File: src/hdl/ipq_pkg.sv
// Package for the interrupt priority task queue.
// Holds the beat types, the task and status codes, the controller states and
// the command bundle from controller to datapath. No dependencies.
`timescale 1ns / 1ps
`default_nettype none

package ipq_pkg;

  // Configuration register indexes.
  localparam logic REG_UART_PRIO  = 1'b0;
  localparam logic REG_TIMER_PRIO = 1'b1;

  localparam logic [7:0] UART_PRIO_RESET  = 8'd1;
  localparam logic [7:0] TIMER_PRIO_RESET = 8'd0;

  typedef enum logic [1:0] {
    KIND_NONE  = 2'd0,
    KIND_RX    = 2'd1,
    KIND_TX    = 2'd2,
    KIND_TIMER = 2'd3
  } kind_e;

  typedef enum logic [2:0] {
    STAT_DONE     = 3'd0,
    STAT_UNKNOWN  = 3'd1,
    STAT_NO_CAUSE = 3'd2,
    STAT_FULL     = 3'd3,
    STAT_EMPTY    = 3'd4
  } status_e;

  typedef enum logic {
    S_IDLE = 1'b0,
    S_EXEC = 1'b1
  } state_e;

  typedef struct packed {
    logic func;
    logic aux_pending;
    logic rx_ready;
    logic tx_empty;
    logic timer_pending;
  } in_beat_t;

  typedef struct packed {
    kind_e      task_kind;
    status_e    status;
    logic [3:0] occupancy;
  } out_beat_t;

  // One queue entry: priority above, task kind below.
  typedef struct packed {
    logic [7:0] prio;
    kind_e      kind;
  } entry_t;

  // Commands from the controller to the datapath.
  typedef struct packed {
    logic load;  // capture the accepted input beat
    logic exec;  // carry out the captured item and load the result register
  } dp_cmd_t;

endpackage

`default_nettype wire

File: src/hdl/ipq_ctrl.sv
// Controller of the interrupt priority task queue.
// Two-state sequencer plus the output valid flag; uses ipq_pkg.
`timescale 1ns / 1ps
`default_nettype none

module ipq_ctrl
  import ipq_pkg::*;
(
  input  wire logic    clk_i,
  input  wire logic    rst_ni,
  input  wire logic    in_valid_i,
  output logic         in_stall_o,
  output logic         out_valid_o,
  input  wire logic    out_stall_i,
  output dp_cmd_t      cmd_o
);

  state_e state_q, state_d;
  logic   out_valid_q, out_valid_d;

  always_ff @(posedge clk_i or negedge rst_ni) begin
    if (!rst_ni) begin
      state_q     <= S_IDLE;
      out_valid_q <= 1'b0;
    end else begin
      state_q     <= state_d;
      out_valid_q <= out_valid_d;
    end
  end

  always_comb begin
    state_d     = state_q;
    cmd_o       = '0;
    in_stall_o  = 1'b1;
    // A pending result leaves when the consumer takes it.
    out_valid_d = out_valid_q && out_stall_i;
    case (state_q)
      S_IDLE: begin
        in_stall_o = 1'b0;
        if (in_valid_i) begin
          cmd_o.load = 1'b1;
          state_d    = S_EXEC;
        end
      end
      S_EXEC: begin
        // Wait here only while the previous result is still unclaimed.
        if (!out_valid_q || !out_stall_i) begin
          cmd_o.exec  = 1'b1;
          out_valid_d = 1'b1;
          state_d     = S_IDLE;
        end
      end
      default: begin
        state_d = S_IDLE;
      end
    endcase
  end

  assign out_valid_o = out_valid_q;

endmodule

`default_nettype wire

File: src/hdl/ipq_dpath.sv
// Datapath of the interrupt priority task queue: input capture, source
// decode, the sorted entry row with its count, and the result register.
// Uses ipq_pkg; driven by ipq_ctrl commands.
`timescale 1ns / 1ps
`default_nettype none

module ipq_dpath
  import ipq_pkg::*;
#(
  parameter int QUEUE_DEPTH = 8
) (
  input  wire logic       clk_i,
  input  wire logic       rst_ni,
  input  wire dp_cmd_t    cmd_i,
  input  wire in_beat_t   in_data_i,
  input  wire logic       cfg_we_i,
  input  wire logic       cfg_idx_i,
  input  wire logic [7:0] cfg_wdata_i,
  output out_beat_t       out_data_o
);

  localparam int CW = $clog2(QUEUE_DEPTH + 1);

  in_beat_t   item_q;
  logic [7:0] uart_prio_q, timer_prio_q;
  logic [CW-1:0] count_q, count_d;
  entry_t     ent_q   [QUEUE_DEPTH];
  entry_t     ent_d   [QUEUE_DEPTH];
  entry_t     ent_up  [QUEUE_DEPTH];
  entry_t     ent_dn  [QUEUE_DEPTH];
  logic [QUEUE_DEPTH-1:0] keep_b, keep_prev;
  out_beat_t  out_q, out_d;

  kind_e      ev_kind;
  logic [7:0] ev_prio;
  logic       ev_found;
  status_e    ev_status;
  entry_t     new_ent;
  logic       q_full, q_empty;

  always_ff @(posedge clk_i or negedge rst_ni) begin
    if (!rst_ni) begin
      uart_prio_q  <= UART_PRIO_RESET;
      timer_prio_q <= TIMER_PRIO_RESET;
      count_q      <= '0;
    end else begin
      if (cfg_we_i) begin
        if (cfg_idx_i == REG_UART_PRIO) begin
          uart_prio_q <= cfg_wdata_i;
        end else begin
          timer_prio_q <= cfg_wdata_i;
        end
      end
      if (cmd_i.exec) begin
        count_q <= count_d;
      end
    end
  end

  always_ff @(posedge clk_i) begin
    if (cmd_i.load) begin
      item_q <= in_data_i;
    end
    if (cmd_i.exec) begin
      out_q <= out_d;
      for (int i = 0; i < QUEUE_DEPTH; i++) begin
        ent_q[i] <= ent_d[i];
      end
    end
  end

  // Source decode: UART before the timer, receive before transmit.
  always_comb begin
    ev_kind   = KIND_NONE;
    ev_prio   = uart_prio_q;
    ev_found  = 1'b0;
    ev_status = STAT_DONE;
    if (item_q.aux_pending) begin
      if (item_q.rx_ready) begin
        ev_kind  = KIND_RX;
        ev_found = 1'b1;
      end else if (item_q.tx_empty) begin
        ev_kind  = KIND_TX;
        ev_found = 1'b1;
      end else begin
        ev_status = STAT_NO_CAUSE;
      end
    end else if (item_q.timer_pending) begin
      ev_kind  = KIND_TIMER;
      ev_prio  = timer_prio_q;
      ev_found = 1'b1;
    end else begin
      ev_status = STAT_UNKNOWN;
    end
  end

  assign new_ent = '{prio: ev_prio, kind: ev_kind};
  assign q_full  = (count_q == CW'(QUEUE_DEPTH));
  assign q_empty = (count_q == '0);

  // Each cell compares itself with the new entry. Cells that hold a priority
  // no larger than the new one form a prefix and stay; the first cell after
  // that prefix takes the new entry, the rest take their lower neighbor.
  always_comb begin
    for (int i = 0; i < QUEUE_DEPTH; i++) begin
      keep_b[i] = (CW'(i) < count_q) && (ent_q[i].prio <= ev_prio);
    end
    keep_prev = {keep_b[QUEUE_DEPTH-2:0], 1'b1};
    ent_up[0] = new_ent;
    for (int i = 1; i < QUEUE_DEPTH; i++) begin
      ent_up[i] = ent_q[i-1];
    end
    for (int i = 0; i < QUEUE_DEPTH - 1; i++) begin
      ent_dn[i] = ent_q[i+1];
    end
    ent_dn[QUEUE_DEPTH-1] = ent_q[QUEUE_DEPTH-1];
  end

  always_comb begin
    count_d = count_q;
    for (int i = 0; i < QUEUE_DEPTH; i++) begin
      ent_d[i] = ent_q[i];
    end
    out_d.task_kind = KIND_NONE;
    out_d.status    = STAT_DONE;
    if (item_q.func) begin
      if (q_empty) begin
        out_d.status = STAT_EMPTY;
      end else begin
        out_d.task_kind = ent_q[0].kind;
        count_d         = count_q - CW'(1);
        for (int i = 0; i < QUEUE_DEPTH; i++) begin
          ent_d[i] = ent_dn[i];
        end
      end
    end else if (!ev_found) begin
      out_d.status = ev_status;
    end else begin
      out_d.task_kind = ev_kind;
      if (q_full) begin
        out_d.status = STAT_FULL;
      end else begin
        count_d = count_q + CW'(1);
        for (int i = 0; i < QUEUE_DEPTH; i++) begin
          if (keep_b[i]) begin
            ent_d[i] = ent_q[i];
          end else if (keep_prev[i]) begin
            ent_d[i] = new_ent;
          end else begin
            ent_d[i] = ent_up[i];
          end
        end
      end
    end
    out_d.occupancy = 4'(count_d);
  end

  assign out_data_o = out_q;

endmodule

`default_nettype wire

File: src/hdl/irq_priority_task_queue.sv
// Interrupt dispatcher with a stable sorted priority task queue.
// A result is loaded into the output register by the execute step that follows
// the capture of its input beat; that step waits while an older result still
// sits there unclaimed. The controller captures a beat while idle and runs the
// single parallel compare-and-shift over the entry row when executing, taking no
// new beat meanwhile. Reset clears the queue count and the output valid
// flag and restores the priorities (UART 1, timer 0); entries are not cleared.
`timescale 1ns / 1ps
`default_nettype none

module irq_priority_task_queue
  import ipq_pkg::*;
#(
  parameter int QUEUE_DEPTH = 8
) (
  input  wire logic       clk_i,
  input  wire logic       rst_ni,
  // Input channel: an event beat with pending flags, or a take request.
  input  wire logic       in_valid_i,
  output logic            in_stall_o,
  input  wire in_beat_t   in_data_i,
  // Output channel: one result beat per input beat.
  output logic            out_valid_o,
  input  wire logic       out_stall_i,
  output out_beat_t       out_data_o,
  // Configuration write port: index 0 is the UART priority, 1 the timer one.
  input  wire logic       cfg_we_i,
  input  wire logic       cfg_idx_i,
  input  wire logic [7:0] cfg_wdata_i
);

  // The controller accepts a beat only in its idle state and then issues one
  // execute command. Execution waits while an older result still sits in the
  // output register unclaimed, so a new beat can be accepted while the
  // previous result is pending, and no result is ever overwritten.
  dp_cmd_t cmd;

  ipq_ctrl u_ctrl (
    .clk_i       (clk_i),
    .rst_ni      (rst_ni),
    .in_valid_i  (in_valid_i),
    .in_stall_o  (in_stall_o),
    .out_valid_o (out_valid_o),
    .out_stall_i (out_stall_i),
    .cmd_o       (cmd)
  );

  // The datapath keeps the entries sorted by priority, smallest first, with
  // new entries placed behind all of equal priority so that equal priorities
  // are served in arrival order. A full queue drops the new task and reports
  // it; a take from an empty queue reports that instead.
  ipq_dpath #(
    .QUEUE_DEPTH (QUEUE_DEPTH)
  ) u_dpath (
    .clk_i       (clk_i),
    .rst_ni      (rst_ni),
    .cmd_i       (cmd),
    .in_data_i   (in_data_i),
    .cfg_we_i    (cfg_we_i),
    .cfg_idx_i   (cfg_idx_i),
    .cfg_wdata_i (cfg_wdata_i),
    .out_data_o  (out_data_o)
  );

endmodule

`default_nettype wire
File: config.mk
export PLATFORM = sky130hd
export DESIGN_NAME = irq_priority_task_queue
export DESIGN_NICKNAME = d
export VERILOG_FILES = /design/src/hdl/ipq_pkg.sv /design/src/hdl/ipq_ctrl.sv /design/src/hdl/ipq_dpath.sv /design/src/hdl/irq_priority_task_queue.sv
export SDC_FILE = /design/constraint.sdc
export NUM_CORES = 1
export LEC_CHECK = 0
export CAP_MARGIN = 40
export CORE_MARGIN = 2
export CORE_UTILIZATION = 45
export DETAILED_ROUTE_END_ITERATION = 16
export DONT_BUFFER_PORTS = 1
export PLACE_DENSITY_LB_ADDON = 0.08
export SETUP_SLACK_MARGIN = 0.02
export SLEW_MARGIN = 10
export SYNTH_ARGS = -nofsm -noshare
export SYNTH_HDL_FRONTEND = slang
export SYNTH_SLANG_ARGS = --single-unit
File: constraint.sdc
create_clock -name clk_i -period 10.89 [get_ports clk_i]
set_input_delay 1.089 -clock clk_i [delete_from_list [all_inputs] [get_ports clk_i]]
set_output_delay 1.089 -clock clk_i [all_outputs]
set_load 0.05 [all_outputs]
### Word level (Yosys, flattened, before mapping)

Memory sizes are Yosys's and may differ from the RTL's.
Index checks and enable logic that the tools add are counted.

| word-level totals | value |
|---|---|
| register bits | 36 |
| bits in writable memories | 80 |
| input bits | 19 |
| logic and storage cells | 104 |
| memories kept | 1 |

| cells by class | value |
|---|---|
| add/sub/neg operators | 2 |
| $lt $le $gt $ge | 16 |
| equality and inequality tests | 1 |
| mux-type cells | 54 |
| bitwise logic cells | 2 |
| reduce and logical (&&, ||, !) cells | 15 |

Memory list:

| memory | depth | width | rd ports | clocked after memory_dff | write ports | line | text |
|---|---|---|---|---|---|---|---|
| u_dpath.ent_q | 8 | 10 | 8 | 0 | 8 | ipq_dpath.sv:27 | `entry_t ent_q [QUEUE_DEPTH];` |

Operators with widths:

| cell | count |
|---|---|
| $mux 80 | 4 |
| $mux 10 | 15 |
| $le 8x8->1 | 8 |
| $lt 3x4->1 const A | 4 |
| $mux 2 | 8 |
| $mux 4 | 4 |
| $mux 8 | 2 |
| $mux 1 | 15 |
| $mux 3 | 4 |
| $logic_and 1x1->1 | 9 |
| $lt 1x4->1 const A | 2 |
| $lt 2x4->1 const A | 2 |
| $mux 5 | 1 |
| $add 4x1->4 const B | 1 |
| $eq 4x4->1 const B | 1 |
| $logic_not 4->1 | 1 |
| $reduce_and 2->1 | 2 |
| $sub 4x1->4 const B | 1 |
| $logic_not 1->1 | 2 |
| $not 1->1 | 2 |
| $pmux 1 s2 | 1 |
| $logic_or 1x1->1 | 1 |

### Logic depth before layout (Yosys ltp)

| depth | value |
|---|---|
| word-level depth | 9 |
| depth in mapped cells | 12 |
| depth with buffers taken out | 10 |

### Modules after synthesis

Synthesis repeated with hierarchy kept, for this count alone.

| second synthesis, totals | value |
|---|---|
| cell total of the unflattened synthesis | 635 |
| area total of the unflattened synthesis | 7173.1 sq um |

Modules (own cells, without submodules):

| module | times used | cells an instance | area an instance (sq um) | sequential area each (sq um) |
|---|---|---|---|---|
| ipq_dpath | 1 | 629 | 7089.3 | 3324.4 |
| ipq_ctrl | 1 | 6 | 83.8 | 50.0 |

### Least setup slack after synthesis

OpenSTA, ideal clock, no wires.

| timing | value |
|---|---|
| kind | register to register |
| start | register u_dpath.item_q[3] (netlist name) |
| end | memory u_dpath.ent_q[1][0] in the netlist's numbering, enable pin |
| arrival | 3.186 ns |
| path slack | 7.312 ns |
| stages on the path, launching flop included | 12 |
| buffers on the path | 2 |
| period minus slack after synthesis | 3.578 ns |
| cell sequence | edfxtp_1 nor2b_1 buf_2 mux2_2 inv_1 ha_1 nand4_1 nor2_1 a211o_1 and3_1 clkbuf_1 a21boi_0 |

RTL lines:

| element | line |
|---|---|
| end: declaration | ipq_dpath.sv:27 |

==> flow_metrics.env <==
export IMPL_final_cell_mix="94 x edfxtp_1, 75 x nand2_1, 68 x ha_1"
export IMPL_port_buffers=0
export IMPL_start_kind="flip-flop"
export IMPL_drt_initial_drc_count=404
export IMPL_gr_total_overflow=0
export IMPL_gp_congestion=0.823
export IMPL_p_per_area_mw_per_mm2=317
export IMPL_final_hold_violation_count=0
export IMPL_synthMuxAreaShare_pct=10.9
export IMPL_synth_xor_area_share_pct=0.365
export IMPL_drive_above_1_share_pct=16.5
export IMPL_ys_flop_type="edfxtp_1"
export IMPL_cp_slowest_cell="and3_1"
export IMPL_fin_area_sq_mm=0.00798
export IMPL_rows=46
export IMPL_synth_edf_count=94
export IMPL_cpPeakStageDelay_ps=560
export IMPL_grt_pass1_wl_um=27300
export IMPL_rsz0062_at_grt="no"
export IMPL_setup_tns_ps=0
export IMPL_holdCritPathClass="in -> async"
export IMPL_cp_data_arrival_time_ps=3960
export IMPL_tritoncts="yes"
export IMPL_cts_made_buffers=17
export IMPL_final_common_cell="edfxtp_1"
export IMPL_synth_distinct_cells=52
export IMPL_relSlewSlack_pct=40.6
export IMPL_setup_viol=0
export IMPL_yosys_area_share_simple_pct=11.1
export IMPL_die_h_um=130
export IMPL_critPathTopFamily="simple AND/OR/NAND/NOR gates"
export IMPL_ant_nets=0
export IMPL_cts_max_path_buffers=2
export IMPL_crit_fanout=11
export IMPL_clk_latency_ps=420
export IMPL_num_io_pins=30
export IMPL_synth_compound_area_share_pct=15.2
export IMPL_core_area_sq_mm=0.0158
export IMPL_required_ps=11070
export IMPL_synth_seq_cells=116
export IMPL_dp_hpwl_um=12800
export IMPL_ys_async_sr_fraction_pct=19.0
export IMPL_reg2reg_from="u_dpath.item_q[3]"
export IMPL_nets=748
export IMPL_vias=5052
export IMPL_cts_htree_levels=4
export IMPL_wl_um=17400
export IMPL_p_total_uw=2530
export IMPL_synthAdderAreaFrac_pct=11.8
export IMPL_die_area_sq_mm=0.0170
export IMPL_netlist_area_sq_mm=0.00719
export IMPL_end_kind="flip-flop"
export IMPL_fp_dieW_um=130
export IMPL_ir_drop_mv=0.169
export IMPL_grt_pass1_vias=4964
export IMPL_slew_violations=0
export IMPL_p_leak_uw=0.00314
export IMPL_pre_cts_ws_ps=7110
export IMPL_max_freq_mhz=264
export IMPL_hold_buffers=0
export IMPL_clk_pin_slew_worst_paths_ps=60
export IMPL_synth_cells=658
export IMPL_r2r_end="u_dpath.ent_q[0][5]"
export IMPL_finalWorstSetupSlack_ps=7110
export IMPL_antenna_found_initial=0
export IMPL_cts_sinks=116
export IMPL_grt_max_degree=82
export IMPL_seq_area_frac_synth_pct=46.9
export IMPL_skew_ps=8.11
export IMPL_antennaDiodeCount=0
export IMPL_area_growth_pct=11.0
export IMPL_synth_area_per_cell_sq_um=10.9
export IMPL_post_cts_buffers=0
export IMPL_drc=0
export IMPL_worst_pin_slew_ps=891
export IMPL_period_share_pct=34.7
export IMPL_max_cap_violations=0
export IMPL_root_buffer="clkbuf_16"
export IMPL_drt_pre_antenna_iters=5
export IMPL_outcome="finished clean"
export IMPL_dpl_cell_area_sq_mm=0.00739
export IMPL_synth_top_family_by_area="compound AO/OA/AOI/OAI gates"
export IMPL_wl_per_cell_um=19.5
export IMPL_grt_use_total_pct=21.6
export IMPL_min_period_ps=3780
export IMPL_path_cells="nor2b_1 > buf_4 > mux2_2 > inv_1 > ha_1 > nor2b_1 > o211ai_1 > a211o_1 > and3_1 > a21boi_0 > buf_4"
export IMPL_rr_worst_depth=11
export IMPL_r2r_slack_ps=7110
export IMPL_worst_path_buf_inv=3
export IMPL_start_util_pct=45.6
export IMPL_vias_per_cell=5.68
export IMPL_yosysWarningCount=0
export IMPL_cts_resized=0
export IMPL_syn_nets=745
export IMPL_setup_worst_path_class="reg -> reg"
how the worst max path moves through the flow:
stage	slack, ps	depth (start not counted)	from	endpoint
after floorplan	7310	11	u_dpath.item_q[3]	u_dpath.ent_q[1][0]
after global placement	6680	10	u_dpath.item_q[3]	u_dpath.ent_q[0][26]
after detailed placement	7110	11	u_dpath.item_q[3]	u_dpath.ent_q[1][7]
after CTS	7090	11	u_dpath.item_q[3]	u_dpath.ent_q[0][5]
after global routing	6790	11	u_dpath.item_q[3]	u_dpath.ent_q[1][8]
final	7110	11	u_dpath.item_q[3]	u_dpath.ent_q[0][5]
metal layers:
metal  part of all wire (%)  global-route usage [%]  wire, um
met1                     46                    29.6      8050
met2                     48                    34.6      8360
met3                    4.4                    5.21       757
met4                    1.2                    6.01       206
met5                      0                       0         0
Yosys cell counts (all sizes together) (3+ instances only):
| cell type | count | area [sq um] |
|---|---|---|
| inv | 22 | 85.1 |
| o211ai | 10 | 75.1 |
| a21boi | 6 | 45.0 |
| nor3 | 7 | 61.3 |
| edfxtp | 94 | 2820 |
| dfrtp | 21 | 526 |
| mux2 | 34 | 383 |
| a211o | 3 | 26.3 |
| a21o | 7 | 52.6 |
| a21oi | 33 | 165 |
| xnor2 | 3 | 26.3 |
| o21ai | 93 | 533 |
| mux2i | 40 | 400 |
| ha | 68 | 851 |
| o22ai | 9 | 81.3 |
| a211oi | 4 | 35.0 |
| nand2 | 76 | 288 |
| nor2 | 41 | 154 |
| nand3 | 6 | 30.0 |
| nor2b | 13 | 81.3 |
| buf | 15 | 121 |
| clkbuf | 13 | 51.3 |
| and3 | 5 | 36.3 |
| nand4 | 16 | 100 |
per-stage QoR:
step / utilization, % / hold WS [ps] / cells
2_1_floorplan: - / 474 / 658
3_3_place_gp: 46.7 / 487 / 855
3_5_place_dp: 46.9 / 487 / 858
4_1_cts: 50.6 / 335 / 890
5_1_grt: 50.6 / 332 / 890
6_report: 50.6 / 358 / 890
registers in the layout, indices dropped and copies added, names as in the netlist:
register              cells
u_dpath.count_q           4
u_dpath.timer_prio_q      8
u_dpath.out_data_o        9
u_dpath.uart_prio_q       8
u_dpath.ent_q            80
u_dpath.item_q            5
u_ctrl.state_q            1
u_ctrl.out_valid_o        1
kinds of logic after synthesis:
logic type               count (synthesis)
AND/OR/NAND/NOR                        171
XOR/XNOR                                 3
adder cells (fa/ha/maj)                 68
buffers and inverters                   51
flip-flops                             116
multiplexers                            74
AO/OA/AOI/OAI                          175
power by group:
part           leakage, uW  total [uW]  internal, uW  switching (uW)
Clock             0.000288         562           342             220
Sequential         0.00114         913           724             189
Combinational      0.00170        1050           418             633
Total              0.00314        2530          1480            1040
cell type report:
type | count | area (sq um)
fillers | 1447 | 7790
well taps | 216 | 270
repair buffers | 12 | 97.6
multi-input cells | 491 | 3560
clock inverters | 15 | 168
clock buffers | 17 | 425
flip-flops and latches | 116 | 3370
inverters | 23 | 88.8
Power figures use the tool's default switching activity.
